[config.mk]
export PLATFORM = sky130hd
export DESIGN_NAME = bb3ea_queue
export DESIGN_NICKNAME = d
export VERILOG_FILES = /design/src/hw/rtl/box_blur_3x3_edge_aware_defines.svh /design/src/hw/rtl/bb3ea_pkg.sv /design/src/hw/rtl/bb3ea_queue.sv
export SDC_FILE = /design/constraint.sdc
export NUM_CORES = 1
export LEC_CHECK = 0
export ABC_AREA = 0
export BUFFER_PORTS_ARGS = -buffer_cell sky130_fd_sc_hd__buf_4
export CORE_AREA = 2 2 115 89
export CTS_CLUSTER_DIAMETER = 30
export CTS_CLUSTER_SIZE = 10
export DETAILED_ROUTE_END_ITERATION = 10
export DIE_AREA = 0 0 117 91
export PLACE_DENSITY = 0.86
export SETUP_SLACK_MARGIN = 0.1
export SLEW_MARGIN = 10
export SYNTH_ARGS = -nofsm -noshare
export SYNTH_HDL_FRONTEND = slang
export SYNTH_SLANG_ARGS = --single-unit
[constraint.sdc]
create_clock -name clk -period 3.3 [get_ports clk]
set_input_delay 0.66 -clock clk [delete_from_list [all_inputs] [get_ports clk]]
set_output_delay 0.66 -clock clk [all_outputs]
set_load 0.02 [all_outputs]
[src/hw/rtl/box_blur_3x3_edge_aware_defines.svh]
// assertion macros shared by the blur modules
`ifndef BOX_BLUR_3X3_EDGE_AWARE_DEFINES_SVH
`define BOX_BLUR_3X3_EDGE_AWARE_DEFINES_SVH

`ifndef NO_ASSERTIONS

// condition holds in the same cycle as the trigger
`define BB3EA_ASSERT_IMPLIES(label, clk, rst_n, ante, cons) \
    label: assert property (@(posedge clk) disable iff (!rst_n) (ante) |-> (cons)) \
        else $error("blur check failed: same-cycle implication");

// condition holds in the cycle after the trigger
`define BB3EA_ASSERT_NEXT(label, clk, rst_n, ante, cons) \
    label: assert property (@(posedge clk) disable iff (!rst_n) (ante) |=> (cons)) \
        else $error("blur check failed: next-cycle implication");

`else

`define BB3EA_ASSERT_IMPLIES(label, clk, rst_n, ante, cons)
`define BB3EA_ASSERT_NEXT(label, clk, rst_n, ante, cons)

`endif

`endif

[src/hw/rtl/bb3ea_pkg.sv]
`timescale 1ns / 1ps
`default_nettype none

package bb3ea_pkg;

    // configuration port
    localparam int CFG_W     = 12;
    localparam int CFG_IDX_W = 2;
    localparam logic [CFG_IDX_W-1:0] REG_FRAME_WIDTH  = 2'd0;
    localparam logic [CFG_IDX_W-1:0] REG_FRAME_HEIGHT = 2'd1;
    localparam int RESET_WIDTH  = 640;
    localparam int RESET_HEIGHT = 480;

    // item kinds
    localparam logic MODE_PIXEL = 1'b0;

    // row counter covers the drain rows past the frame
    localparam int ROW_W = CFG_W + 1;

    // arithmetic widths
    localparam int TAPS        = 9;
    localparam int CNT_W       = 4;
    localparam int SUM_W       = 12;
    localparam int NUM_W       = SUM_W + 1;
    localparam int RECIP_W     = 20;
    localparam int RECIP_SHIFT = 20;
    localparam int PROD_W      = NUM_W + RECIP_W;

    // queue between front and back
    localparam int QUEUE_DEPTH = 4;
    localparam int QPTR_W      = 2;

    typedef struct packed {
        logic [7:0] red;
        logic [7:0] green;
        logic [7:0] blue;
    } pixel_t;

    // one window column, top row first
    typedef struct packed {
        pixel_t top;
        pixel_t mid;
        pixel_t bot;
    } column_t;

    // one line store entry: two rows of the same column
    typedef struct packed {
        pixel_t upper;
        pixel_t middle;
    } line_word_t;

    // classified item handed from front to back
    typedef struct packed {
        pixel_t           pix;
        logic             emit;
        logic             left_ok;
        logic             right_ok;
        logic             top_ok;
        logic             bot_ok;
        logic [CNT_W-1:0] count;
        logic             last;
    } item_t;

    // ceil(2^19 / count): scaled reciprocal of 2*count
    function automatic logic [RECIP_W-1:0] recip(input logic [CNT_W-1:0] cnt);
        logic [RECIP_W-1:0] m;
        unique case (cnt)
            4'd1:    m = 20'd524288;
            4'd2:    m = 20'd262144;
            4'd3:    m = 20'd174763;
            4'd4:    m = 20'd131072;
            4'd5:    m = 20'd104858;
            4'd6:    m = 20'd87382;
            4'd7:    m = 20'd74899;
            4'd8:    m = 20'd65536;
            4'd9:    m = 20'd58255;
            default: m = '0;
        endcase
        return m;
    endfunction

    // (2*sum + count) / (2*count), exact for sums of up to nine bytes
    function automatic logic [7:0] mean_round(input logic [SUM_W-1:0] sum,
                                              input logic [CNT_W-1:0] cnt);
        logic [NUM_W-1:0]  num;
        logic [PROD_W-1:0] prod;
        num  = {sum, 1'b0} + NUM_W'(cnt);
        prod = PROD_W'(num) * PROD_W'(recip(cnt));
        return prod[RECIP_SHIFT +: 8];
    endfunction

    // sum of the window taps that lie inside the frame
    function automatic logic [SUM_W-1:0] masked_sum(input logic [TAPS-1:0][7:0] v,
                                                    input logic [TAPS-1:0] m);
        logic [SUM_W-1:0] acc;
        acc = '0;
        for (int i = 0; i < TAPS; i++)
        begin
            if (m[i])
            begin
                acc = acc + SUM_W'(v[i]);
            end
        end
        return acc;
    endfunction

endpackage

`default_nettype wire

[src/hw/rtl/bb3ea_queue.sv]
`timescale 1ns / 1ps
`default_nettype none

module bb3ea_queue
    import bb3ea_pkg::*;
#(
    parameter int W = 32
)
(
    input  wire logic         clk,
    input  wire logic         rst_n,
    input  wire logic         push_valid,
    output logic              push_ready,
    input  wire logic [W-1:0] push_data,
    output logic              pop_valid,
    input  wire logic         pop_ready,
    output logic [W-1:0]      pop_data
);

    logic [W-1:0]      slot_reg [QUEUE_DEPTH];
    logic [QPTR_W-1:0] wr_ptr_reg, wr_ptr_next;
    logic [QPTR_W-1:0] rd_ptr_reg, rd_ptr_next;
    logic [QPTR_W:0]   fill_reg, fill_next;
    logic              push_fire;
    logic              pop_fire;

    // handshake
    assign push_ready = (fill_reg != (QPTR_W + 1)'(QUEUE_DEPTH));
    assign pop_valid  = (fill_reg != '0);
    assign pop_data   = slot_reg[rd_ptr_reg];
    assign push_fire  = push_valid && push_ready;
    assign pop_fire   = pop_valid && pop_ready;

    // pointers wrap at the power-of-two depth
    always_comb
    begin
        wr_ptr_next = push_fire ? wr_ptr_reg + QPTR_W'(1) : wr_ptr_reg;
        rd_ptr_next = pop_fire ? rd_ptr_reg + QPTR_W'(1) : rd_ptr_reg;
        fill_next   = fill_reg + (QPTR_W + 1)'(push_fire) - (QPTR_W + 1)'(pop_fire);
    end

    always_ff @(posedge clk or negedge rst_n)
    begin
        if (!rst_n)
        begin
            wr_ptr_reg <= '0;
            rd_ptr_reg <= '0;
            fill_reg   <= '0;
        end
        else
        begin
            wr_ptr_reg <= wr_ptr_next;
            rd_ptr_reg <= rd_ptr_next;
            fill_reg   <= fill_next;
        end
    end

    // storage
    always_ff @(posedge clk)
    begin
        if (push_fire)
        begin
            slot_reg[wr_ptr_reg] <= push_data;
        end
    end

endmodule

`default_nettype wire

== Yosys cells after proc, flatten, opt, wreduce, memory -nomap -nowiden ==
Memories as Yosys holds them, arrays and structs flattened.
Index checks and enable logic that the tools add are counted.

* Bits in registers: 7
* Memory bits (writable): 128
* Input port bits: 36
* Memories: 1

{| class="wikitable"
|+ Memory list
! memory !! words !! bits a word !! read ports !! clocked after memory_dff !! wr ports !! line !! RTL
|-
| slot_reg || 4 || 32 || 1 || 0 || 1 || bb3ea_queue.sv:20 || <nowiki>logic [W-1:0] slot_reg [QUEUE_DEPTH];</nowiki>
|}

* Add/subtract/negate cells: 4
* Equal/unequal tests: 1
* Multiplexer cells: 2
* Reductions and logical operators: 3

{| class="wikitable"
|+ Operators with widths
! kind !! count
|-
| 2-bit by 1-bit adder with 2-bit output (second input constant) || 2
|-
| 3-bit by 1-bit adder with 3-bit output || 1
|-
| 3-bit inequality test (second input constant) || 1
|-
| 3-bit nonzero test || 1
|-
| 3-bit by 1-bit subtractor with 3-bit output || 1
|-
| 1-bit logical AND || 2
|-
| 1-bit two-way mux || 2
|}

== Longest topological paths before layout ==
Gate-level depths: netlist (run 1).

* Word-level depth: 4
* Mapped depth: 9
* Depth with buffers taken out: 9

== Worst setup path before layout (run 1) ==
No wires, ideal clock.

* Kind: reg2reg
* Start: register fill_reg[1]
* End: register fill_reg[2]
* Library setup time: 0.129 ns
* Data arrival time: 1.970 ns
* Setup slack: 1.201 ns
* Stages on the path, launching flop included: 10
* Buffers on the path: 0
* Clock period less this slack: 2.099 ns
* Cell sequence: dfrtp_1 -> nor3b_2 -> nand2b_1 -> ha_1 -> inv_1 -> ha_1 -> inv_1 -> fa_1 -> xnor2_1 -> xnor2_1

* Longest elaborated chain between the ends: 4

{| class="wikitable"
|+ Ends and longest elaborated chain
! element !! line !! RTL
|-
| start: declaration || bb3ea_queue.sv:23 || <nowiki>logic [QPTR_W:0] fill_reg, fill_next;</nowiki>
|-
| start signal: assignment || bb3ea_queue.sv:54 || <nowiki>fill_reg <= fill_next;</nowiki>
|-
| 3-bit inequality test || bb3ea_queue.sv:28 || <nowiki>assign push_ready = (fill_reg != (QPTR_W + 1)'(QUEUE_DEPTH));</nowiki>
|-
| 1-bit logical AND || bb3ea_queue.sv:31 || <nowiki>assign push_fire = push_valid && push_ready;</nowiki>
|-
| 3-bit by 1-bit adder with 3-bit output || bb3ea_queue.sv:39 || <nowiki>fill_next = fill_reg + (QPTR_W + 1)'(push_fire) - (QPTR_W + 1)'(pop_fire);</nowiki>
|-
| 3-bit by 1-bit subtractor with 3-bit output * || bb3ea_queue.sv:39 ||
|-
| named net fill_next[2] || bb3ea_queue.sv:23 ||
|}

The timed path passes the listed nets; every way through them passes the cells marked *.
A chain may end at the register's enable or synchronous reset.

== Worst setup path in the final report (run 1) ==
* Start: register rd_ptr_reg[0]
* End: output port pop_data[24]

* Longest elaborated chain between the ends: 1

{| class="wikitable"
|+ Ends and longest elaborated chain
! element !! line !! RTL
|-
| start: declaration || bb3ea_queue.sv:22 || <nowiki>logic [QPTR_W-1:0] rd_ptr_reg, rd_ptr_next;</nowiki>
|-
| start signal: assignment || bb3ea_queue.sv:53 || <nowiki>rd_ptr_reg <= rd_ptr_next;</nowiki>
|-
| memory 4 x 32 bit || n/a ||
|-
| end: declaration || bb3ea_queue.sv:17 || <nowiki>output logic [W-1:0] pop_data</nowiki>
|}

No other way between the ends.

==> flow_summary.toml, run 1 <==
[critical_path]
slowest_delay_ns = 0.73
critical_path_class = "register to primary output"
worstPathArrival_ns = 2.12
crit_path_start_kind = "register"
cp_max_fo = 18
required_ns = 2.64
path_cells = "buf_12 > mux4_2 > buf_4"
end_kind = "primary output"
cp_slowest_cell = "dfrtp_2"

[synth]
synth_top_area_share_pct = 74.9
ys_top_cells_by_area = "edfxtp_1 (75%), mux4_2 (12%), dfrtp_1 (3.4%)"
synth_cell_type_count = 22
synth.avg_cell_area_um2 = 24.6
synth-seq-area-share_pct = 78.3
ys_ff_latch = 135
yosys.area.top_type = "edfxtp_1"
postSynthCellCount = 209
yosysWarningCount = 0
synth.cell_area_um2 = 5130
postSynthNetCount = 252

[global_routing]
grt_usage_pct = 18.5
grt_antenna_before_repair = 0
grt_start_max_net_pins = 33
grt.overflow.total = 0
grt_pass1_wl_mm = 13.8
grt_pass1_vias = 2558

[placed_design]
place_congestion = 0.705
dp_hpwl_mm = 5.16
port_buffers = 69

[route]
dr.pass1.iters = 4
drcViolationCount = 0
met3_length_um = 490
wl_met2_mm = 4.51
wl_per_cell_um = 20.2
drt-met1-wl_mm = 3.68
top_layer_used = "met4"
ant_nets = 0
avgViaCountPerCell = 5.39
drt_iter0_markers = 238
vias = 2356
finalWirelength_mm = 8.82

[timing]
fin_tns_setup_ns = 0
tightest_slew_ns = 0.882
fin_crit_sh_pct = 84.3
rsz0062_at_grt = "no"
drv_slew = 0
finalCriticalPeriod_ns = 2.78
setup_viol = 0
holdWs_ns = 0.0609
max_freq_mhz = 360
finalClockSkew_ns = 0.00347
maxSlewHeadroom_pct = 41.2
final_hold_viol_count = 0

[pwr]
p_leak_uw = 0.00229
vdd_drop_max_v = 0.000614
power.density_nw_per_um2 = 1010

[job]
drv_cap = 0

[finish]
antenna_cells = 0
largest_register_ffs = 128
fill_cells = 600
drive_above_1_share_pct = 44.9
fin_nets = 335
area_growth_pct = 25.7

[floorplan]
dieArea_um2 = 10600
io_pins = 70
initial_core_util_pct = 54.0
die_width_um = 117
die_h_um = 91
placementRows = 31
core-area_um2 = 9500

[clock_tree]
clock-sinks = 135
htreeDepth = 4
clockRootBuffer = "clkbuf_16"
clk_latency_ns = 0.40
cts_buffer_depth = 2
cts_tree = "yes"
numCtsBuffers = 17
cts_hold_buf = 0
cts_resized = 0
post_cts.repair.setup_buffers = 0
cts.clk_slew.worst_paths_ns = 0.05

[outcome]
status = "complete, no violations"

[hold_path]
hold_class = "primary input to async pin"
-- synth_stat cells (all sizes together) --
cell type  count
buf            7
or3            1
nor3b          1
xnor2          3
xor2           1
o31a           1
nand2          1
edfxtp       128
and3b          4
mux4          32
nand2b         4
o311ai         1
fa             1
nand4bb        2
inv            6
o211ai         2
ha             6
dfrtp          7
clkbuf         1
-- worst max-delay path, delay by kind of cell (launching register included) --
| kind | cells | cell delay (ns) |
|---|---|---|
| DFF | 1 | 0.73 |
| muxes | 1 | 0.53 |
| buffers and inverters | 2 | 0.45 |
-- cells by family (layout without fill, tap and decap cells) --
| group | Yosys count | in the layout | share of synthesized area (%) |
|---|---|---|---|
| XOR/XNOR | 4 | 4 | 0.682 |
| AND/OR/NAND/NOR | 13 | 13 | 2.05 |
| multiplexers | 32 | 32 | 14.3 |
| adder cells (fa/ha/maj) | 7 | 7 | 1.85 |
| flip-flops | 135 | 135 | 78.3 |
| AO/OA/AOI/OAI | 4 | 4 | 0.634 |
| buffers and inverters | 14 | 110 | 2.19 |
-- through the flow --
step | power [uW] | worst slack (ns) | utilization, % | cell area, um^2 | std cells
2_1_floorplan | 3760 | 1.20 | - | 5130 | 209
3_3_place_gp | 4360 | 0.920 | 60.7 | 5770 | 405
3_5_place_dp | 4430 | 0.907 | 60.7 | 5770 | 405
4_1_cts | 6600 | 0.446 | 67.9 | 6450 | 437
5_1_grt | 6820 | 0.369 | 67.9 | 6450 | 437
6_report | 6510 | 0.519 | 67.9 | 6450 | 437
-- per-layer routing --
metal	GRT usage [%]	up-vias
li1	-	1045
met1	23.8	1222
met2	28.8	77
met3	6.81	12
met4	7.16	0
met5	0	-
-- power by group --
| group | leakage (uW) | total, uW | switching, uW | internal [uW] |
|---|---|---|---|---|
| clock | 0.000330 | 2150 | 663 | 1490 |
| combinational | 0.000708 | 1900 | 994 | 904 |
| sequential | 0.00125 | 2470 | 188 | 2280 |
| total | 0.00229 | 6510 | 1840 | 4670 |
-- area by class of cell --
type,count,area (um^2),area share (%)
Clock inverter,14,254,3.94
Multi-Input combinational cell,60,1010,15.6
Clock buffer,18,429,6.65
Inverter,6,22.5,0.349
Sequential cell,135,4020,62.3
Timing Repair Buffer,72,553,8.57
Tap cell,132,165,2.56
-- cell usage in the layout (no fill, tap or decap) --
cell | netlist | final
o311ai_0 | 1 | 1
nand2_1 | 1 | 1
mux4_1 | 4 | 4
buf_4 | 0 | 71
clkinvlp_4 | 0 | 2
edfxtp_1 | 128 | 128
bufinv_16 | 0 | 7
clkbuf_1 | 1 | 1
buf_12 | 3 | 1
nor3b_2 | 1 | 1
ha_1 | 6 | 6
dfrtp_2 | 0 | 1
clkbuf_16 | 0 | 17
fa_1 | 1 | 1
o31a_1 | 1 | 1
or3_1 | 1 | 1
nand2b_1 | 4 | 4
xnor2_1 | 3 | 3
nand4bb_1 | 2 | 2
o211ai_1 | 2 | 2
clkinv_2 | 0 | 4
inv_1 | 6 | 6
clkinv_4 | 0 | 1
xor2_1 | 1 | 1
mux4_2 | 28 | 28
dfrtp_1 | 7 | 6
and3b_2 | 0 | 4
-- final timing paths --
kind,start,to,slack (ns),cells past startpoint
worst max register to register,fill_reg[1],fill_reg[2],0.88,9
worst min register to register,wr_ptr_reg[1],wr_ptr_reg[1],0.60,2
min in group clk,push_data[9],slot_reg[3][9],0.45,1
worst min-delay path,rst_n,fill_reg[1],0.06,1
worst max-delay path,rd_ptr_reg[0],pop_data[24],0.52,3
max in group asynchronous,rst_n,rd_ptr_reg[0],3.10,1
No activity file was read; power rests on OpenSTA's default activity.
==> run 2: changes to the inputs <==
--- a/config.mk
+++ b/config.mk
@@ -5,14 +5,14 @@
 export SDC_FILE = /design/constraint.sdc
 export NUM_CORES = 1
 export LEC_CHECK = 0
-export ABC_AREA = 0
+export ABC_AREA = 1
 export BUFFER_PORTS_ARGS = -buffer_cell sky130_fd_sc_hd__buf_4
-export CORE_AREA = 2 2 115 89
+export CORE_AREA = 2 2 119 92
 export CTS_CLUSTER_DIAMETER = 30
 export CTS_CLUSTER_SIZE = 10
 export DETAILED_ROUTE_END_ITERATION = 10
-export DIE_AREA = 0 0 117 91
-export PLACE_DENSITY = 0.86
+export DIE_AREA = 0 0 121 94
+export PLACE_DENSITY = 0.85
 export SETUP_SLACK_MARGIN = 0.1
 export SLEW_MARGIN = 10
 export SYNTH_ARGS = -nofsm -noshare
==> constraint.sdc (replaced) <==
create_clock -name clk -period 2.7 [get_ports clk]
set_input_delay 0.54 -clock clk [delete_from_list [all_inputs] [get_ports clk]]
set_output_delay 0.54 -clock clk [all_outputs]
set_load 0.02 [all_outputs]
==> run 2 against run 1 <==
  * Critical path depth up 1
  * Setup slack worse by 0.14 ns
  * Wire length up 18%
  * Critical endpoint is now pop_data[13]
  * Largest power group is now combinational cells
  * Sequential share of layout area fell by 3.0 points
  * First-iteration DRC count rose by 33%
  * Core utilization decreased by 1.0 points
==> flow_summary.toml, run 2 <==
[route]
drt_iter0_markers = 317
ant_nets = 0
drt-met1-wl_mm = 4.39
finalWirelength_mm = 10.4
drcViolationCount = 0
top_layer_used = "met4"
wl_met2_mm = 5.31
wl_per_cell_um = 15.1
dr.pass1.iters = 5
vias = 3424
met3_length_um = 645
avgViaCountPerCell = 4.96

[timing]
fin_tns_setup_ns = 0
tightest_slew_ns = 0.605
fin_ws_ns = 0.382
drv_slew = 0
max_freq_mhz = 431
maxSlewHeadroom_pct = 59.6
finalClockSkew_ns = 0.00997
final_hold_viol_count = 0
finalCriticalPeriod_ns = 2.32
rsz0062_at_grt = "no"
setup_viol = 0
fin_crit_sh_pct = 85.9

[placed_design]
dp_cells = 657
dpl_worst_slack_ns = 0.631
place_congestion = 0.732
dp_hpwl_mm = 5.93
port_buffers = 69

[hold_path]
hold_class = "primary input to register"
holdPathEnd = "slot_reg[0][20]"
min_from = "push_data[20]"
hold_depth = 1

[critical_path]
slowest_delay_ns = 0.46
r2r-start = "fill_reg[1]"
cp_max_fo = 33
crit_family = "buffers and inverters"
cp_slowest_cell = "inv_2"
critical_path_class = "register to primary output"
path_cells = "inv_2 > o21ai_0 > nand2_1 > buf_4"
crit_path_start_kind = "register"
required_ns = 2.16
rr_worst_depth = 11
end_kind = "primary output"
critPathLaunch = "rd_ptr_reg[0]"
worstPathArrival_ns = 1.78
rr_endpoint = "fill_reg[2]"
cp.buffers_inverters = 2
regToRegSetupSlack_ns = 0.62

[synth]
ys_async_sr_fraction_pct = 5.19
ys_top_cells_by_area = "edfxtp_1 (70%), nand2_1 (7.9%), nor2_1 (4.7%)"
synth.cell_area_um2 = 5460
yosys-top-cells-count = "edfxtp_1 (128), nand2_1 (115), nor2_1 (69)"
synth-seq-area-share_pct = 73.6
synth_cell_type_count = 16
synth_top_flop_cell = "edfxtp_1"
yosysWarningCount = 0
postSynthNetCount = 507
synth_top_area_share_pct = 70.3
synth.avg_cell_area_um2 = 11.8
yosys.area.top_type = "edfxtp_1"
yosysMostFrequentCell = "edfxtp_1"
postSynthCellCount = 464
ys_ff_latch = 135
synth_edf_count = 128

[finish]
stdcell_count = 690
antenna_cells = 0
largest_register_ffs = 128
drive_above_1_share_pct = 20.8
fill_cells = 725
final_common_cell = "edfxtp_1"
fin_nets = 584
area_growth_pct = 24.0
layout_common_cells = "edfxtp_1 (128), nand2_1 (115), buf_4 (77), nor2_1 (65), inv_1 (46)"

[clock_tree]
cts_tree = "yes"
clock-sinks = 135
numCtsBuffers = 17
cts_buffer_depth = 2
cts.clk_slew.worst_paths_ns = 0.06
clockRootBuffer = "clkbuf_16"
post_cts.repair.setup_buffers = 0
htreeDepth = 4
clk_latency_ns = 0.41
cts_resized = 0

[global_routing]
grt_pass1_vias = 3645
grt_pass1_wl_mm = 17.0
grt_antenna_before_repair = 0
grt_usage_pct = 20.4
grt_start_max_net_pins = 80
grt.overflow.total = 0

[floorplan]
dieArea_um2 = 11400
initial_core_util_pct = 53.9
core-area_um2 = 10100
die_h_um = 94
io_pins = 70
die_width_um = 121
placementRows = 32

[pwr]
vdd_drop_max_v = 0.000880
p_leak_uw = 0.00279
power.density_nw_per_um2 = 1220

[outcome]
status = "complete, no violations"

[job]
drv_cap = 0
## run 2: cell families (layout without fill, tap and decap cells)
logic type,Yosys count,in the layout,synth area share (%)
adder cells (fa/ha/maj),7,7,1.74
AO/OA/AOI/OAI,64,64,5.86
buffers and inverters,69,159,5.75
flip-flops,135,135,73.6
AND/OR/NAND/NOR,189,189,13.1
## run 2: metrics by stage
step / util, % / instance area [um^2] / hold slack [ns] / power (uW)
after global placement: 60.5 / 6130 / 0.356 / 5780
after detailed placement: 60.5 / 6130 / 0.358 / 5880
after CTS: 66.9 / 6770 / 0.303 / 8360
after global routing: 66.9 / 6770 / 0.304 / 8790
final: 66.9 / 6770 / 0.321 / 8270
after floorplan: - / 5460 / 0.244 / 4830
## run 2: area by class of cell
type	instances	area, um^2	share of cell area [%]
Clock buffer	17	425	6.28
Clock inverter	15	209	3.08
Inverter	48	180	2.66
Multi-Input combinational cell	260	1160	17.1
Sequential cell	135	4020	59.3
Tap cell	136	170	2.51
Timing Repair Buffer	79	608	8.98
## run 2: layer usage
metal	vias up	GRT usage (%)
met5	-	0
met4	0	11.1
met3	8	7.10
met2	88	33.2
met1	1627	23.9
li1	1701	-
## run 2: worst register-to-register path: stages (launching register included)
cell and delay (ns):
dfrtp_1 0.42, nor2_1 0.16, nand2_1 0.12, nand2_1 0.08
buf_4 0.19, ha_1 0.25, inv_1 0.06, ha_1 0.14
inv_1 0.05, fa_1 0.37, nand3_1 0.09, nand2_1 0.05
## run 2: worst max-delay path by stage
stage / end / slack (ns) / cells after the start
after floorplan: slot_reg[0][0] / 0.03 / 4
after global placement: fill_reg[2] / 0.70 / 11
after detailed placement: fill_reg[2] / 0.63 / 11
after CTS: pop_data[13] / 0.31 / 4
after global routing: pop_data[8] / 0.26 / 4
final: pop_data[13] / 0.38 / 4
## run 2: what timing repair did
| item | 4_1_cts | 5_1_grt |
|---|---|---|
| endpoints found under the hold margin | 7 | 0 |
| endpoints found under the setup margin | 0 | 0 |
| hold buffers | 1 | 0 |
## run 2: power breakdown
part	internal, uW	switching (uW)
logic	1010	1930
registers	2770	127
clock network	1620	814
total	5410	2870
==> run 3: changes to the inputs <==
--- a/config.mk
+++ b/config.mk
@@ -12,7 +12,7 @@
 export CTS_CLUSTER_SIZE = 10
 export DETAILED_ROUTE_END_ITERATION = 10
 export DIE_AREA = 0 0 121 94
-export PLACE_DENSITY = 0.85
+export PLACE_DENSITY = 0.77
 export SETUP_SLACK_MARGIN = 0.1
 export SLEW_MARGIN = 10
 export SYNTH_ARGS = -nofsm -noshare
==> run 3 against run 2 <==
  * Clock power is 11% lower
  * Setup slack got worse by 0.15 ns
  * Clock skew down 0.0018 ns
  * Combinational power fell by 3%
  * Hold slack improved by 0.0087 ns
  * Via count fell by 0.61%
  * Largest power group is now registers
==> flow_summary.toml, run 3 (synthesis gave the netlist of run 2 again) <==
[finish]
fill_cells = 732
drive_above_1_share_pct = 19.7
layout_common_cells = "edfxtp_1 (128), nand2_1 (115), buf_4 (76), nor2_1 (65), inv_1 (46)"
largest_register_ffs = 128
fin_util_pct = 66.2
area_growth_pct = 22.7
fin_nets = 583
antenna_cells = 0
stdcell_count = 689
final_common_cell = "edfxtp_1"

[route]
drt_iter0_markers = 300
finalWirelength_mm = 10.3
dr.pass1.iters = 5
wl_per_cell_um = 15.0
drt-met1-wl_mm = 4.49
ant_nets = 0
top_layer_used = "met4"
avgViaCountPerCell = 4.94
drcViolationCount = 0
met3_length_um = 687
wl_met2_mm = 5.04
vias = 3403

[floorplan]
initial_core_util_pct = 53.9
placementRows = 32
core-area_um2 = 10100
die_h_um = 94
dieArea_um2 = 11400
die_width_um = 121
io_pins = 70

[placed_design]
dpl_worst_slack_ns = 0.680
dp_hpwl_mm = 5.94
place_congestion = 0.744
port_buffers = 69
dp_cells = 656

[clock_tree]
numCtsBuffers = 17
cts_tree = "yes"
htreeDepth = 4
cts_buffer_depth = 2
cts.clk_slew.worst_paths_ns = 0.05
post_cts.repair.setup_buffers = 0
clockRootBuffer = "clkbuf_16"
clock-sinks = 135
clk_latency_ns = 0.41

[timing]
rsz0062_at_grt = "no"
max_freq_mhz = 405
maxSlewHeadroom_pct = 65.3
final_hold_viol_count = 0
drv_slew = 0
tightest_slew_ns = 0.520
finalClockSkew_ns = 0.00815
holdWs_ns = 0.330
fin_ws_ns = 0.229
fin_crit_sh_pct = 91.5
setup_viol = 0
finalCriticalPeriod_ns = 2.47
fin_tns_setup_ns = 0

[global_routing]
grt_pass1_wl_mm = 16.3
grt_antenna_before_repair = 0
grt_pass1_vias = 3269
grt_start_max_net_pins = 80
grt.overflow.total = 0
grt_usage_pct = 19.6

[critical_path]
slowest_delay_ns = 0.61
path_cells = "buf_12 > nand2_1 > o21ai_1 > nand2_1 > nand2_1 > buf_4"
worstPathArrival_ns = 1.93
required_ns = 2.16
crit_top_cell = "nand2_1"
cp_max_fo = 79
cp_slowest_cell = "dfrtp_2"
end_kind = "primary output"
crit_path_start_kind = "register"
critical_path_class = "register to primary output"

[pwr]
power.density_nw_per_um2 = 1190
p_leak_uw = 0.00276
vdd_drop_max_v = 0.000706

[job]
drv_cap = 0

[hold_path]
hold_class = "primary input to register"

[outcome]
status = "complete, no violations"
## run 3: cell count changes in the layout (fill, tap and decap cells not counted), sizes merged
| cell | delta |
|---|---|
| clkinv | -5 |
| bufinv | -4 |
| clkinvlp | -3 |
| buf | -1 |
| clkbuf | +12 |
## run 3: layout make-up
type                            count  area, um^2  share of cell area [%]
Multi-Input combinational cell    260        1160                    17.3
Inverter                           48         183                    2.72
Tap cell                          136         170                    2.54
Clock buffer                       29         531                    7.91
Clock inverter                      3        38.8                   0.579
Sequential cell                   135        4020                    60.0
Timing Repair Buffer               78         601                    8.96
## run 3: critical path, delay by kind of cell, from the launching register on
kind | cells | cell delay [ns]
compound gates | 1 | 0.13
buf+inv | 2 | 0.49
flops | 1 | 0.61
simple gates | 3 | 0.27
## run 3: routing by layer
layer / global-route usage (%) / up-vias
li1: - / 1692
met1: 25.0 / 1587
met2: 31.3 / 110
met3: 7.58 / 14
met4: 6.20 / 0
met5: 0 / -
## run 3: repair_timing
item                                   in CTS  in global routing
setup endpoints to repair                   0                  2
resized for setup                           0                  2
hold buffers                                1                  0
endpoints found under the hold margin       7                  0
## run 3: power breakdown
part | switching, uW | leakage (uW) | internal [uW]
logic | 1850 | 0.00122 | 1000
clock network | 767 | 0.000279 | 1410
registers | 169 | 0.00126 | 2770
## run 3: metrics by stage
step	area, um^2	power, uW
CTS	6700	8040
detailed placement	6120	5850
floorplan	5460	4830
finish	6700	7970
global route	6700	8450
global placement	6120	5770
## run 3: worst paths after layout
check / slack, ns / end / startpoint / cells past startpoint
worst max-delay path: 0.23 / pop_data[22] / rd_ptr_reg[0] / 6
worst min-delay path: 0.33 / slot_reg[0][20] / push_data[20] / 1
worst max register to register: 0.70 / fill_reg[2] / fill_reg[1] / 11
worst min register to register: 0.49 / rd_ptr_reg[1] / rd_ptr_reg[1] / 2
max in group asynchronous: 2.07 / rd_ptr_reg[0] / rst_n / 2
min in group asynchronous: 0.49 / fill_reg[0] / rst_n / 2
