$ cat config.mk
export PLATFORM = sky130hd
export DESIGN_NAME = bb3ea_front
export DESIGN_NICKNAME = d
export VERILOG_FILES = /design/src/hw/rtl/bb3ea_pkg.sv /design/src/hw/rtl/bb3ea_front.sv
export VERILOG_INCLUDE_DIRS = /design/src /design/src/hw/rtl
export SDC_FILE = /design/constraint.sdc
export NUM_CORES = 1
export LEC_CHECK = 0
export ABC_CLOCK_PERIOD_IN_PS = 5500
export BUFFER_PORTS_ARGS = -buffer_cell sky130_fd_sc_hd__buf_2
export CORE_ASPECT_RATIO = 1.5
export CORE_MARGIN = 2
export CORE_UTILIZATION = 25
export DETAILED_ROUTE_END_ITERATION = 8
export GPL_TIMING_DRIVEN = 0
export PLACE_DENSITY = 0.48
export SLEW_MARGIN = 20
export SYNTH_ARGS = -nofsm -noshare
export SYNTH_HDL_FRONTEND = slang
export SYNTH_SLANG_ARGS = --single-unit
$ cat constraint.sdc
create_clock -name clk -period 5.5 [get_ports clk]
set_input_delay 0.55 -clock clk [delete_from_list [all_inputs] [get_ports clk]]
set_output_delay 0.55 -clock clk [all_outputs]
set_load 0.05 [all_outputs]
$ cat src/hw/rtl/box_blur_3x3_edge_aware_defines.svh
// assertion macros shared by the blur modules
`ifndef BOX_BLUR_3X3_EDGE_AWARE_DEFINES_SVH
`define BOX_BLUR_3X3_EDGE_AWARE_DEFINES_SVH

`ifndef NO_ASSERTIONS

// condition holds in the same cycle as the trigger
`define BB3EA_ASSERT_IMPLIES(label, clk, rst_n, ante, cons) \
    label: assert property (@(posedge clk) disable iff (!rst_n) (ante) |-> (cons)) \
        else $error("blur check failed: same-cycle implication");

// condition holds in the cycle after the trigger
`define BB3EA_ASSERT_NEXT(label, clk, rst_n, ante, cons) \
    label: assert property (@(posedge clk) disable iff (!rst_n) (ante) |=> (cons)) \
        else $error("blur check failed: next-cycle implication");

`else

`define BB3EA_ASSERT_IMPLIES(label, clk, rst_n, ante, cons)
`define BB3EA_ASSERT_NEXT(label, clk, rst_n, ante, cons)

`endif

`endif

$ cat src/hw/rtl/bb3ea_pkg.sv
`timescale 1ns / 1ps
`default_nettype none

package bb3ea_pkg;

    // configuration port
    localparam int CFG_W     = 12;
    localparam int CFG_IDX_W = 2;
    localparam logic [CFG_IDX_W-1:0] REG_FRAME_WIDTH  = 2'd0;
    localparam logic [CFG_IDX_W-1:0] REG_FRAME_HEIGHT = 2'd1;
    localparam int RESET_WIDTH  = 640;
    localparam int RESET_HEIGHT = 480;

    // item kinds
    localparam logic MODE_PIXEL = 1'b0;

    // row counter covers the drain rows past the frame
    localparam int ROW_W = CFG_W + 1;

    // arithmetic widths
    localparam int TAPS        = 9;
    localparam int CNT_W       = 4;
    localparam int SUM_W       = 12;
    localparam int NUM_W       = SUM_W + 1;
    localparam int RECIP_W     = 20;
    localparam int RECIP_SHIFT = 20;
    localparam int PROD_W      = NUM_W + RECIP_W;

    // queue between front and back
    localparam int QUEUE_DEPTH = 4;
    localparam int QPTR_W      = 2;

    typedef struct packed {
        logic [7:0] red;
        logic [7:0] green;
        logic [7:0] blue;
    } pixel_t;

    // one window column, top row first
    typedef struct packed {
        pixel_t top;
        pixel_t mid;
        pixel_t bot;
    } column_t;

    // one line store entry: two rows of the same column
    typedef struct packed {
        pixel_t upper;
        pixel_t middle;
    } line_word_t;

    // classified item handed from front to back
    typedef struct packed {
        pixel_t           pix;
        logic             emit;
        logic             left_ok;
        logic             right_ok;
        logic             top_ok;
        logic             bot_ok;
        logic [CNT_W-1:0] count;
        logic             last;
    } item_t;

    // ceil(2^19 / count): scaled reciprocal of 2*count
    function automatic logic [RECIP_W-1:0] recip(input logic [CNT_W-1:0] cnt);
        logic [RECIP_W-1:0] m;
        unique case (cnt)
            4'd1:    m = 20'd524288;
            4'd2:    m = 20'd262144;
            4'd3:    m = 20'd174763;
            4'd4:    m = 20'd131072;
            4'd5:    m = 20'd104858;
            4'd6:    m = 20'd87382;
            4'd7:    m = 20'd74899;
            4'd8:    m = 20'd65536;
            4'd9:    m = 20'd58255;
            default: m = '0;
        endcase
        return m;
    endfunction

    // (2*sum + count) / (2*count), exact for sums of up to nine bytes
    function automatic logic [7:0] mean_round(input logic [SUM_W-1:0] sum,
                                              input logic [CNT_W-1:0] cnt);
        logic [NUM_W-1:0]  num;
        logic [PROD_W-1:0] prod;
        num  = {sum, 1'b0} + NUM_W'(cnt);
        prod = PROD_W'(num) * PROD_W'(recip(cnt));
        return prod[RECIP_SHIFT +: 8];
    endfunction

    // sum of the window taps that lie inside the frame
    function automatic logic [SUM_W-1:0] masked_sum(input logic [TAPS-1:0][7:0] v,
                                                    input logic [TAPS-1:0] m);
        logic [SUM_W-1:0] acc;
        acc = '0;
        for (int i = 0; i < TAPS; i++)
        begin
            if (m[i])
            begin
                acc = acc + SUM_W'(v[i]);
            end
        end
        return acc;
    endfunction

endpackage

`default_nettype wire

$ cat src/hw/rtl/bb3ea_front.sv
`timescale 1ns / 1ps
`default_nettype none
`include "box_blur_3x3_edge_aware_defines.svh"

module bb3ea_front
    import bb3ea_pkg::*;
#(
    parameter int MAX_WIDTH = 2048,
    parameter int AW        = 11
)
(
    input  wire logic                 clk,
    input  wire logic                 rst_n,
    input  wire logic                 cfg_valid,
    output logic                      cfg_ready,
    input  wire logic [CFG_IDX_W-1:0] cfg_index,
    input  wire logic [CFG_W-1:0]     cfg_data,
    input  wire logic                 in_valid,
    output logic                      in_ready,
    input  wire logic                 mode,
    input  wire logic [7:0]           red_in,
    input  wire logic [7:0]           green_in,
    input  wire logic [7:0]           blue_in,
    output logic                      push_valid,
    input  wire logic                 push_ready,
    output logic [AW-1:0]             push_col,
    output item_t                     push_item
);

    localparam int CMP_W = (AW > CFG_W) ? AW : CFG_W;
    localparam logic [CFG_W-1:0] W_RESET =
        (RESET_WIDTH > MAX_WIDTH) ? CFG_W'(MAX_WIDTH) : CFG_W'(RESET_WIDTH);

    logic [CFG_W-1:0] w_eff_reg, w_eff_next;
    logic [CFG_W-1:0] h_eff_reg, h_eff_next;
    logic [AW-1:0]    in_col_reg, in_col_next;
    logic [ROW_W-1:0] in_row_reg, in_row_next;
    logic [AW-1:0]    q_col_reg, q_col_next;
    logic [CFG_W-1:0] q_row_reg, q_row_next;

    logic             cfg_fire;
    logic             push_fire;
    logic [CFG_W-1:0] w_clamped;
    logic [CFG_W-1:0] h_clamped;
    logic [CFG_W-1:0] h_last;
    logic [CMP_W-1:0] w_last;
    logic             col_end;
    logic             q_col_end;
    logic             pix_slot;
    logic [1:0]       n_cols;
    logic [1:0]       n_rows;
    item_t            item;

    assign cfg_ready  = 1'b1;
    assign cfg_fire   = cfg_valid && cfg_ready;
    assign in_ready   = push_ready;
    assign push_valid = in_valid;
    assign push_fire  = in_valid && push_ready;
    assign push_col   = in_col_reg;
    assign push_item  = item;

    // register values as used: zero acts as one, width capped at the store depth
    always_comb
    begin
        if (cfg_data == '0)
        begin
            w_clamped = CFG_W'(1);
        end
        else if (int'(cfg_data) > MAX_WIDTH)
        begin
            w_clamped = CFG_W'(MAX_WIDTH);
        end
        else
        begin
            w_clamped = cfg_data;
        end
        h_clamped = (cfg_data == '0) ? CFG_W'(1) : cfg_data;
    end

    // position of the incoming word and of the pending result
    always_comb
    begin
        w_last    = CMP_W'(w_eff_reg) - CMP_W'(1);
        h_last    = h_eff_reg - CFG_W'(1);
        col_end   = (CMP_W'(in_col_reg) == w_last);
        q_col_end = (CMP_W'(q_col_reg) == w_last);
        pix_slot  = (in_row_reg < ROW_W'(h_eff_reg));
    end

    // classify the word
    always_comb
    begin
        item.pix      = (pix_slot && mode == MODE_PIXEL) ? {red_in, green_in, blue_in} : '0;
        item.emit     = (in_row_reg > ROW_W'(1)) ||
                        (in_row_reg == ROW_W'(1) && in_col_reg != '0);
        item.left_ok  = (q_col_reg != '0);
        item.right_ok = !q_col_end;
        item.top_ok   = (q_row_reg != '0);
        item.bot_ok   = (q_row_reg != h_last);
        item.last     = q_col_end && (q_row_reg == h_last);
        n_cols        = 2'd1 + 2'(item.left_ok) + 2'(item.right_ok);
        n_rows        = 2'd1 + 2'(item.top_ok) + 2'(item.bot_ok);
        item.count    = CNT_W'(n_cols) * CNT_W'(n_rows);
    end

    // counter and register updates
    always_comb
    begin
        w_eff_next  = w_eff_reg;
        h_eff_next  = h_eff_reg;
        in_col_next = in_col_reg;
        in_row_next = in_row_reg;
        q_col_next  = q_col_reg;
        q_row_next  = q_row_reg;
        if (cfg_fire)
        begin
            priority if (cfg_index == REG_FRAME_WIDTH)
            begin
                w_eff_next  = w_clamped;
                in_col_next = '0;
                in_row_next = '0;
                q_col_next  = '0;
                q_row_next  = '0;
            end
            else if (cfg_index == REG_FRAME_HEIGHT)
            begin
                h_eff_next  = h_clamped;
                in_col_next = '0;
                in_row_next = '0;
                q_col_next  = '0;
                q_row_next  = '0;
            end
            else
            begin
                w_eff_next = w_eff_reg;
            end
        end
        else if (push_fire)
        begin
            if (item.emit && item.last)
            begin
                in_col_next = '0;
                in_row_next = '0;
                q_col_next  = '0;
                q_row_next  = '0;
            end
            else
            begin
                if (col_end)
                begin
                    in_col_next = '0;
                    in_row_next = in_row_reg + ROW_W'(1);
                end
                else
                begin
                    in_col_next = in_col_reg + AW'(1);
                end
                if (item.emit)
                begin
                    if (q_col_end)
                    begin
                        q_col_next = '0;
                        q_row_next = q_row_reg + CFG_W'(1);
                    end
                    else
                    begin
                        q_col_next = q_col_reg + AW'(1);
                    end
                end
            end
        end
    end

    always_ff @(posedge clk or negedge rst_n)
    begin
        if (!rst_n)
        begin
            w_eff_reg  <= W_RESET;
            h_eff_reg  <= CFG_W'(RESET_HEIGHT);
            in_col_reg <= '0;
            in_row_reg <= '0;
            q_col_reg  <= '0;
            q_row_reg  <= '0;
        end
        else
        begin
            w_eff_reg  <= w_eff_next;
            h_eff_reg  <= h_eff_next;
            in_col_reg <= in_col_next;
            in_row_reg <= in_row_next;
            q_col_reg  <= q_col_next;
            q_row_reg  <= q_row_next;
        end
    end

    // the flagged result closes the frame
    `BB3EA_ASSERT_NEXT(a_frame_restart, clk, rst_n, push_fire && item.emit && item.last, in_col_reg == '0 && in_row_reg == '0)
    // the result position never runs ahead of the input position
    `BB3EA_ASSERT_IMPLIES(a_result_lags_input, clk, rst_n, 1'b1, ROW_W'(q_row_reg) <= in_row_reg)

endmodule

`default_nettype wire

======== After elaboration in Yosys (flattened, before gate mapping) ========
Cells that the tools add are included.
storage, ports and cells
  flip-flop bits (word level) ............. 71
  input port bits ......................... 44
  output and inout port bits .............. 48
  logic and storage cells ................. 79
cells by class
  $add $sub $neg .......................... 10
  $mul .................................... 1
  $lt $le $gt $ge ......................... 3
  eq/ne operators ......................... 7
  mux-type cells .......................... 28
  bitwise operators ....................... 2
  reductions and logical operators ........ 22
operators by type and width
  operator                 count
  $mux W11                 11
  $mux W12                 10
  $mux W13                 6
  $eq A11 B12 Y1           2
  $mux W24                 1
  $sub A12 B1 Y12 const B  2
  $add A11 B1 Y11 const B  2
  $reduce_bool A11 Y1      2
  $add A13 B1 Y13 const B  1
  $eq A13 B1 Y1 const B    1
  $gt A13 B1 Y1 const B    1
  $lt A13 B12 Y1           1
  $add A12 B1 Y12 const B  1
  $eq A12 B12 Y1           1
  $gt A12 B12 Y1 const B   1
  $logic_not A12 Y1        1
  $ne A12 B12 Y1           1
  $reduce_bool A12 Y1      1
  $reduce_and A3 Y1        3
  $reduce_bool A3 Y1       3
  $logic_and A1 B1 Y1      5
  $add A1 B1 Y2 const A    2
  $add A2 B1 Y2            2
  $mul A2 B2 Y4            1
  other kinds (9)          11

======== Logic depth before layout (Yosys ltp) ========
Gate-level depths: netlist of the first run.
  depth in word-level cells ............... 7
  mapped depth ............................ 14
  mapped depth without buffers ............ 12

======== Worst setup path before layout of the first run ========
No wires, ideal clock.
  path kind ............................... reg-to-output
  start point ............................. reg w_eff_reg[4]
  end point ............................... out push_item[4] (netlist name)
  arrival time ............................ 3.669 ns
  data required time ...................... 4.950 ns
  path slack .............................. 1.281 ns
  stages on the path, launching flop included .. 14
  cell sequence ........................... dfrtp_1 > buf_6 > or4_4 > buf_6 > or4_4 > a22o_1 > nor4_4 > nand4b_4 > inv_2 > buf_2 > ha_1 > nor2_1 > ha_1 > ha_1
RTL lines
  element                   RTL line            source
  start: declaration        bb3ea_front.sv:34   logic [CFG_W-1:0] w_eff_reg, w_eff_next;
  start signal: assignment  bb3ea_front.sv:187  w_eff_reg <= w_eff_next;
  end: declaration          bb3ea_front.sv:27   output item_t push_item

==> impl_metrics.ini, run 1 <==
[pwr]
switching_share_pct = 42.10
power.leakage_nw = 2.941
seq_power_share_pct = 30.9
internal_power_w = 0.001210
peakVddDrop_mv = 0.1745
combinationalPowerShare_pct = 40.6
p_sw_w = 0.0008795
p_clk_share_pct = 28.5
power.density_mw_per_mm2 = 308.5

[critical_path]
path_class = reg2out
cp.arrival_ns = 4.29
cp-start-kind = flop
required_ns = 4.95
cp_slowest_cell = or4_4
end_kind = output port
crit_buf_inv = 6
crit_family = simple AND/OR/NAND/NOR gates
critical_path.max_stage_delay_ns = 0.58
cp_common_cell = ha_1
path_cells = clkbuf_1 -> inv_1 -> ha_1 -> inv_1 -> or4_4 -> a22o_1 -> nor4_4 -> nand4b_4 -> inv_2 -> buf_2 -> ha_1 -> nor2_1 -> ha_1 -> ha_1 -> buf_2
cp_max_fo = 10

[timing]
finalWorstSetupSlack_ns = 0.6630
tightest_slew_ns = 0.8601
hold_slack_ns = 0.1045
rsz0062_at_grt = false
relSlewSlack_pct = 42.03
setup_viol = 0
min_period_ns = 4.837
maxSlewViolCount = 0
finClkSkew_ns = 0.005729
layout_worst_path_cycle_share_pct = 87.95
clock.fmax_mhz = 206.7
tns_ns = 0
finalHoldViolCount = 0

[clocking]
clock_path_buffers = 2
path_clk_slew_ns = 0.06
cts_setup_buffers = 0
clock_sinks = 71
cts_resized = 0
cts-root-buf = clkbuf_16
numCtsBuffers = 9
clock_latency_ns = 0.34
cts_tree = yes
cts_max_level = 3
ctsHoldBuffers = 0

[route]
wl_microns = 17830
wl_per_cell_microns = 17.16
avgViaCountPerCell = 5.139
firstDrtPassIters = 5
drtAntennaViolNets = 0
first_iter_violations = 300
drc = 0
vias = 5339

[floorplan]
rows = 67
start_util_pct = 25.37
core-area_sq_mm = 0.02230
dieArea_sq_mm = 0.02388
die_w_microns = 126.8
die_y_microns = 188.3
io-pin-count = 92

[logic_synthesis]
synth_nets = 726
syn_area_per_cell_sq_um = 8.599
syn_inst = 658
yosys-top-cells-count = 65 x dfrtp_1, 45 x nand2_1, 42 x nor2_1, 37 x o21ai_0, 34 x inv_1
synth.ff_latch_count = 71
yosys-top-cells-area = dfrtp_1 29%, ha_1 5.3%, xnor2_1 3.7%
post-synth-top-count-cell = dfrtp_1
synthDistinctLibCells = 81
yosysTopAreaCell = dfrtp_1
synth_ff_type = dfrtp_1
synth_top_area_share_pct = 28.75
synth_area_sq_mm = 0.005658
synth-edff-count = 0
yosysWarnings = 0
async_flop_share_pct = 100.0
seq_area_frac_synth_pct = 31.53

[place]
gp_congestion = 0.8020
dpl.hpwl_microns = 13880
pre_cts_slack_ns = 0.9596
io_buffers = 88
numPlacedInstances = 1023

[grt]
grt_max_degree = 52
grtUsageTotal_pct = 15.27
antenna_found_initial = 0
grt_pass1_vias = 5326
grt_pass1_wl_microns = 28730
grt_overflow = 0

[cells_and_area]
nets = 826
syn_to_final_growth_pct = 19.68
largest_reg_flops = 13
diodes = 0
layout-drive-gt1-share_pct = 20.84
fin_cells = 1039

[outcome]
status = complete, no violations

[flow_run]
maxCapViolations = 0

[min_path]
hold_path.class = in2async
-- metal layers --
| layer | share of wire (%) | vias to the layer above | global-route usage (%) |
|---|---|---|---|
| li1 | - | 2618 | - |
| met1 | 40 | 2558 | 16.72 |
| met2 | 55 | 143 | 29.49 |
| met3 | 3.4 | 20 | 1.902 |
| met4 | 2.3 | 0 | 5.748 |
| met5 | 0 | - | 0 |
-- metrics by stage --
step                      util [%]  power (W)  area [sq um]
after floorplan                  -   0.001284          5658
after global placement       28.90   0.001500          6444
after detailed placement     29.03   0.001508          6474
after CTS                    30.34   0.002111          6765
after global routing         30.37   0.002217          6771
final                        30.37   0.002089          6771
-- cell type report --
cell class | instances | area [sq um]
buffer | 44 | 200.2
clock buffer | 10 | 229.0
clock inverter | 6 | 62.56
fill | 2427 | 15530
inverter | 35 | 131.4
multi-input combinational | 508 | 3548
sequential | 71 | 1784
tap | 276 | 345.3
timing repair buffer | 89 | 470.5
-- cell usage in the layout, fill, tap and decap left out, types with 22 or more instances in the layout --
cell and instances:
xnor2_1 24, clkbuf_1 33, ha_1 24, o21ai_0 37, nand3_1 22, nor2_1 42, a21boi_0 24, dfrtp_1 65
buf_2 91, nand2_1 45, inv_1 34
-- cell families (layout without fill, tap and decap cells) --
kind of cell,after synthesis,in the layout,share of synthesized area [%]
other cells,1,1,0.06628
flops,71,71,31.53
simple gates,255,255,25.76
xor+xnor,37,37,5.971
compound gates,170,170,21.49
fa+ha+maj,26,26,5.661
mux,19,19,3.649
buf+inv,79,184,5.860
-- worst paths after layout --
kind / endpoint / slack [ns] / startpoint / cells after the start
max: push_item[3] / 0.66 / w_eff_reg[0] / 15
min: q_row_reg[6] / 0.10 / rst_n / 1
max reg2reg: in_row_reg[5] / 1.63 / h_eff_reg[0] / 12
min reg2reg: w_eff_reg[9] / 0.57 / w_eff_reg[9] / 2
max in group asynchronous: w_eff_reg[9] / 4.76 / rst_n / 2
min in group clk: w_eff_reg[7] / 0.45 / cfg_data[7] / 3
-- power groups by stage --
stage                     clock (W)  combinational, W  sequential (W)
final                      0.000595          0.000849        0.000645
after floorplan                   0          0.000640        0.000643
after global routing       0.000630          0.000932        0.000655
after CTS                  0.000609          0.000857        0.000645
after detailed placement          0          0.000853        0.000655
after global placement            0          0.000847        0.000654
-- worst reg2reg max path, cell delays in order (launching register included) --
cell and delay, ns:
dfrtp_1 0.35, buf_2 0.18, inv_1 0.09, ha_1 0.28
nand2b_1 0.11, nor4_1 0.32, mux2i_1 0.13, a211oi_1 0.69
nor4_2 0.22, a21oi_1 0.47, buf_2 0.39, nand3_2 0.27
o31ai_1 0.29
No activity file was read; power rests on OpenSTA's default activity.
==> run 2, diff against run 1 <==
--- a/config.mk
+++ b/config.mk
@@ -6,14 +6,15 @@
 export SDC_FILE = /design/constraint.sdc
 export NUM_CORES = 1
 export LEC_CHECK = 0
-export ABC_CLOCK_PERIOD_IN_PS = 5500
+export ABC_AREA = 1
+export ABC_CLOCK_PERIOD_IN_PS = 4400
 export BUFFER_PORTS_ARGS = -buffer_cell sky130_fd_sc_hd__buf_2
 export CORE_ASPECT_RATIO = 1.5
 export CORE_MARGIN = 2
 export CORE_UTILIZATION = 25
 export DETAILED_ROUTE_END_ITERATION = 8
 export GPL_TIMING_DRIVEN = 0
-export PLACE_DENSITY = 0.48
+export PLACE_DENSITY = 0.49
 export SLEW_MARGIN = 20
 export SYNTH_ARGS = -nofsm -noshare
 export SYNTH_HDL_FRONTEND = slang
==> constraint.sdc (replaced) <==
create_clock -name clk -period 4.4 [get_ports clk]
set_input_delay 0.44 -clock clk [delete_from_list [all_inputs] [get_ports clk]]
set_output_delay 0.44 -clock clk [all_outputs]
set_load 0.05 [all_outputs]
==> impl_metrics.ini, run 2 <==
[logic_synthesis]
synth.ff_latch_count = 71
async_flop_share_pct = 100.0
yosys-top-cells-area = dfrtp_1 29%, nand2_1 14%, inv_1 9.2%
synth_area_sq_mm = 0.005698
post-synth-top-count-cell = nand2_1
yosysWarnings = 0
yosys-top-cells-count = 217 x nand2_1, 139 x inv_1, 137 x nor2_1, 92 x nand3_1, 65 x dfrtp_1
seq_area_frac_synth_pct = 31.31
synth_ff_type = dfrtp_1
synthDistinctLibCells = 39
yosysTopAreaCell = dfrtp_1
syn_area_per_cell_sq_um = 6.482
synth_nets = 947
syn_inst = 879
synth-edff-count = 0
synth_top_area_share_pct = 28.55

[critical_path]
required_ns = 3.96
end_kind = output port
cp-start-kind = flop
r2r_slack_ns = 1.46
cp_max_fo = 9
critical_path.max_stage_delay_ns = 0.48
cp_slowest_cell = dfrtp_1
path_class = reg2out
cp.arrival_ns = 3.60
path_cells = inv_2 -> ha_1 -> buf_2 -> nand2_2 -> o21ai_1 -> nand2_1 -> nand2_1 -> nand2_1 -> nand2_1 -> inv_2 -> nand2_2 -> nor2_8 -> ha_1 -> nor2_1 -> ha_1 -> ha_1 -> buf_2

[clocking]
cts-root-buf = clkbuf_16
cts_resized = 0
clock_path_buffers = 2
cts_tree = yes
ctsHoldBuffers = 0
clock_latency_ns = 0.35
clock_sinks = 71
numCtsBuffers = 9
path_clk_slew_ns = 0.06
cts_setup_buffers = 0
cts_max_level = 3

[floorplan]
die_y_microns = 188.9
rows = 67
start_util_pct = 25.46
dieArea_sq_mm = 0.02404
io-pin-count = 92
core-area_sq_mm = 0.02238
die_w_microns = 127.3

[place]
pre_cts_slack_ns = 0.7849
gp_congestion = 0.9067
io_buffers = 90
dpl.hpwl_microns = 14910

[outcome]
status = complete, no violations

[route]
wl_microns = 18490
drtAntennaViolNets = 0
vias = 5770
drc = 0
first_iter_violations = 245
wl_per_cell_microns = 14.65
firstDrtPassIters = 4
avgViaCountPerCell = 4.572

[pwr]
peakVddDrop_mv = 0.2520
power.density_mw_per_mm2 = 415.4
power.leakage_nw = 3.582

[timing]
rsz0062_at_grt = false
finalHoldViolCount = 0
tightest_slew_ns = 0.8855
clock.fmax_mhz = 247.7
min_period_ns = 4.038
maxSlewViolCount = 0
finClkSkew_ns = 0.008848
tns_ns = 0
finalWorstSetupSlack_ns = 0.3624
setup_viol = 0
relSlewSlack_pct = 40.57
layout_worst_path_cycle_share_pct = 91.76

[cells_and_area]
syn_to_final_growth_pct = 20.33
layout_common_cells = 217 x nand2_1, 139 x inv_1, 137 x nor2_1
layout-drive-gt1-share_pct = 15.42
diodes = 0
layout_commonest_cell = nand2_1
fillers = 2475
nets = 1049
fin_util_pct = 30.63
largest_reg_flops = 13

[grt]
antenna_found_initial = 1
grt_overflow = 0
grtUsageTotal_pct = 16.00
grt_pass1_vias = 5814
grt_pass1_wl_microns = 30200
grt_max_degree = 49

[min_path]
hold_path.class = in2async

[flow_run]
maxCapViolations = 0
[run 2: changes by cell type in the layout (fill, tap and decap cells not counted), moves of 15 or more]
cell	before	now
and3_1	17	1
a21boi_0	24	0
nor2_1	42	137
o31ai_1	17	0
nand2_1	45	217
or3_1	15	0
inv_1	34	139
xnor2_1	24	8
xor2_1	12	32
clkbuf_1	33	7
nand2b_1	17	0
nand3_1	22	92
[run 2: layout make-up]
class | count | area [sq um] | share of cell area (%)
Tap cell | 276 | 345.3 | 5.036
Sequential cell | 71 | 1784 | 26.02
Timing Repair Buffer | 91 | 480.5 | 7.007
Buffer | 20 | 113.9 | 1.661
Inverter | 144 | 540.5 | 7.883
Clock inverter | 4 | 76.32 | 1.113
Clock buffer | 12 | 256.5 | 3.741
Multi-Input combinational cell | 644 | 3259 | 47.54
[run 2: power by group]
group / internal, W / total, W / switching [W] / leakage [nW]
clock: 0.000531 / 0.000847 / 0.000317 / 0.159
sequential: 0.000726 / 0.000825 / 0.0000987 / 0.938
combinational: 0.000343 / 0.00118 / 0.000833 / 2.48
total: 0.00160 / 0.00285 / 0.00125 / 3.58
[run 2: cell families (layout without fill, tap and decap cells)]
group	after synthesis	count (layout)	share of synthesized area [%]
AOI/OAI and AO/OA	75	75	7.269
xor gates and xnor gates	40	40	6.149
adders and majority gates	24	24	5.270
buffers and inverters	164	271	11.48
DFF	71	71	31.31
other	1	1	0.06581
and+or+nand+nor	504	504	38.45
[run 2: worst max-delay path, delay by kind of cell (launching register included)]
family / cells / cell delay, ns
adders and majority gates: 4 / 0.93
buffers and inverters: 4 / 0.68
DFF: 1 / 0.48
and+or+nand+nor: 8 / 0.79
AOI/OAI and AO/OA: 1 / 0.36
[run 2: layer usage]
layer / part of all wire [%] / global-route usage (%) / vias up
met5: 0 / 0 / -
met4: 3.9 / 7.523 / 0
met3: 4.3 / 2.345 / 36
met2: 53 / 30.11 / 152
met1: 39 / 17.31 / 2611
li1: - / - / 2971
[run 2: stage by stage]
stage	std cells	instance area, sq um	power (W)	hold WS (ns)
3_3_place_gp	1245	6494	0.002013	0.4908
2_1_floorplan	879	5698	0.001713	0.1444
6_report	1262	6857	0.002848	0.01744
5_1_grt	1262	6857	0.003051	0.03684
3_5_place_dp	1246	6524	0.002016	0.3857
4_1_cts	1262	6857	0.002876	0.02265
[run 2: path summary, 6_finish.rpt]
check | from | end | cells after the start
min in group clk | cfg_data[10] | w_eff_reg[10] | 3
worst min register to register | h_eff_reg[1] | h_eff_reg[1] | 2
worst min-delay path | rst_n | q_col_reg[7] | 1
max in group asynchronous | rst_n | h_eff_reg[5] | 2
worst max register to register | w_eff_reg[0] | q_row_reg[9] | 15
worst max-delay path | w_eff_reg[0] | push_item[3] | 17
==> run 3, diff against run 2 <==
==> constraint.sdc (replaced) <==
create_clock -name clk -period 4.4 [get_ports clk]
set_input_delay 0.88 -clock clk [delete_from_list [all_inputs] [get_ports clk]]
set_output_delay 0.88 -clock clk [all_outputs]
set_load 0.05 [all_outputs]
==> impl_metrics.ini, run 3 (synthesis results as in run 2) <==
[outcome]
status = complete, no violations

[timing]
rsz0062_at_grt = false
setup_viol = 0
maxSlewViolCount = 0
tightest_slew_ns = 0.8500
finalHoldViolCount = 0
layout_worst_path_cycle_share_pct = 94.93
clock.fmax_mhz = 239.4
tns_ns = 0
finalWorstSetupSlack_ns = 0.2231
finClkSkew_ns = 0.009204
min_period_ns = 4.177
relSlewSlack_pct = 42.95

[pwr]
power.leakage_nw = 3.595
seq_power_share_pct = 28.9
p_sw_w = 0.001256
p_clk_share_pct = 29.6
switching_share_pct = 43.92
internal_power_w = 0.001604
combinationalPowerShare_pct = 41.5
peakVddDrop_mv = 0.2519
power.density_mw_per_mm2 = 414.7

[place]
gp_congestion = 0.9067
io_buffers = 90
numPlacedInstances = 1246
pre_cts_slack_ns = 0.3449
dpl.hpwl_microns = 14910

[grt]
grt_pass1_vias = 5814
antenna_found_initial = 1
grt_max_degree = 49
grt_overflow = 0
grtUsageTotal_pct = 16.00
grt_pass1_wl_microns = 30200

[critical_path]
cp-start-kind = flop
reg2reg_to = in_row_reg[12]
required_ns = 3.52
path_class = reg2out
end_kind = output port
rr_worst_depth = 20
cp.arrival_ns = 3.30
r2r_slack_ns = 1.52
cp_max_fo = 9
r2r_start = w_eff_reg[0]

[clocking]
clock_latency_ns = 0.35
ctsHoldBuffers = 0
cts_tree = yes
cts_max_level = 3
numCtsBuffers = 9
path_clk_slew_ns = 0.06
cts-root-buf = clkbuf_16
clock_sinks = 71
clock_path_buffers = 2

[route]
drc = 0
wl_microns = 18590
vias = 5795
wl_per_cell_microns = 14.71
firstDrtPassIters = 6
drtAntennaViolNets = 0
first_iter_violations = 245
avgViaCountPerCell = 4.585

[floorplan]
die_w_microns = 127.3
die_y_microns = 188.9
core-area_sq_mm = 0.02238
io-pin-count = 92
start_util_pct = 25.46
rows = 67
dieArea_sq_mm = 0.02404

[cells_and_area]
layout-drive-gt1-share_pct = 16.19
diodes = 0
syn_to_final_growth_pct = 21.04
nets = 1051
layout_commonest_cell = nand2_1
layout_common_cells = 216 x nand2_1, 139 x inv_1, 136 x nor2_1
fin_cells = 1264
largest_reg_flops = 13

[flow_run]
maxCapViolations = 0

[min_path]
hold_path.class = in2async
## run 3: worst max path at each step
stage | endpoint | from | slack, ns
after floorplan | push_item[3] | w_eff_reg[0] | 0.87
after global placement | push_item[3] | w_eff_reg[0] | 0.31
after detailed placement | push_item[3] | w_eff_reg[0] | 0.34
after CTS | push_item[3] | w_eff_reg[0] | 0.06
after global routing | push_item[3] | h_eff_reg[0] | 0.03
final | push_item[3] | w_eff_reg[0] | 0.22
## run 3: routing by layer
metal  share of wire, %  vias to the layer above  GRT usage [%]
met5                  0                        -              0
met4                3.9                        0          7.523
met3                3.8                       38          2.345
met2                 53                      149          30.11
met1                 39                     2637          17.31
li1                   -                     2971              -
## run 3: per-stage QoR
step                      hold slack (ns)  util (%)  cell area [sq um]  total power (W)
final                              0.4551     30.81               6897         0.002860
after global routing               0.4768     30.81               6897         0.003062
after CTS                          0.4627     30.65               6860         0.002877
after detailed placement           0.4960     29.15               6524         0.002016
after global placement             0.4908     29.01               6494         0.002013
after floorplan                    0.4655         -               5698         0.001713
## run 3: power by group through the flow
stage          registers (W)  logic (W)  clock network [W]
2_1_floorplan       0.000821   0.000892                  0
3_3_place_gp        0.000835    0.00118                  0
3_5_place_dp        0.000835    0.00118                  0
4_1_cts             0.000825    0.00119           0.000863
5_1_grt             0.000840    0.00133           0.000891
6_report            0.000827    0.00119           0.000847
## run 3: cell type report
| type | instances | area (sq um) |
|---|---|---|
| Multi-Input combinational cell | 644 | 3281 |
| Tap cell | 276 | 345.3 |
| Clock inverter | 4 | 76.32 |
| Fill cell | 2471 | 15490 |
| Inverter | 144 | 543.0 |
| Timing Repair Buffer | 93 | 495.5 |
| Clock buffer | 12 | 256.5 |
| Sequential cell | 71 | 1785 |
| Buffer | 20 | 113.9 |
## run 3: repair_timing
action                     CTS  global route
pin swaps                    0             1
hold endpoints to repair     0             0
setup endpoints to repair    1             3
gates resized for setup      1             6
buffers inserted             0             2
## run 3: critical path, stage by stage, from the launching register on
cell	delay, ns
dfrtp_2	0.48
inv_4	0.14
ha_1	0.16
buf_2	0.19
nand2_2	0.13
o21ai_2	0.28
nand2_2	0.13
nand2_1	0.08
nand2_1	0.06
nand2_1	0.07
inv_2	0.03
nand2_2	0.10
nor2_8	0.06
ha_1	0.29
nor2_1	0.05
ha_1	0.20
ha_1	0.26
buf_2	0.25
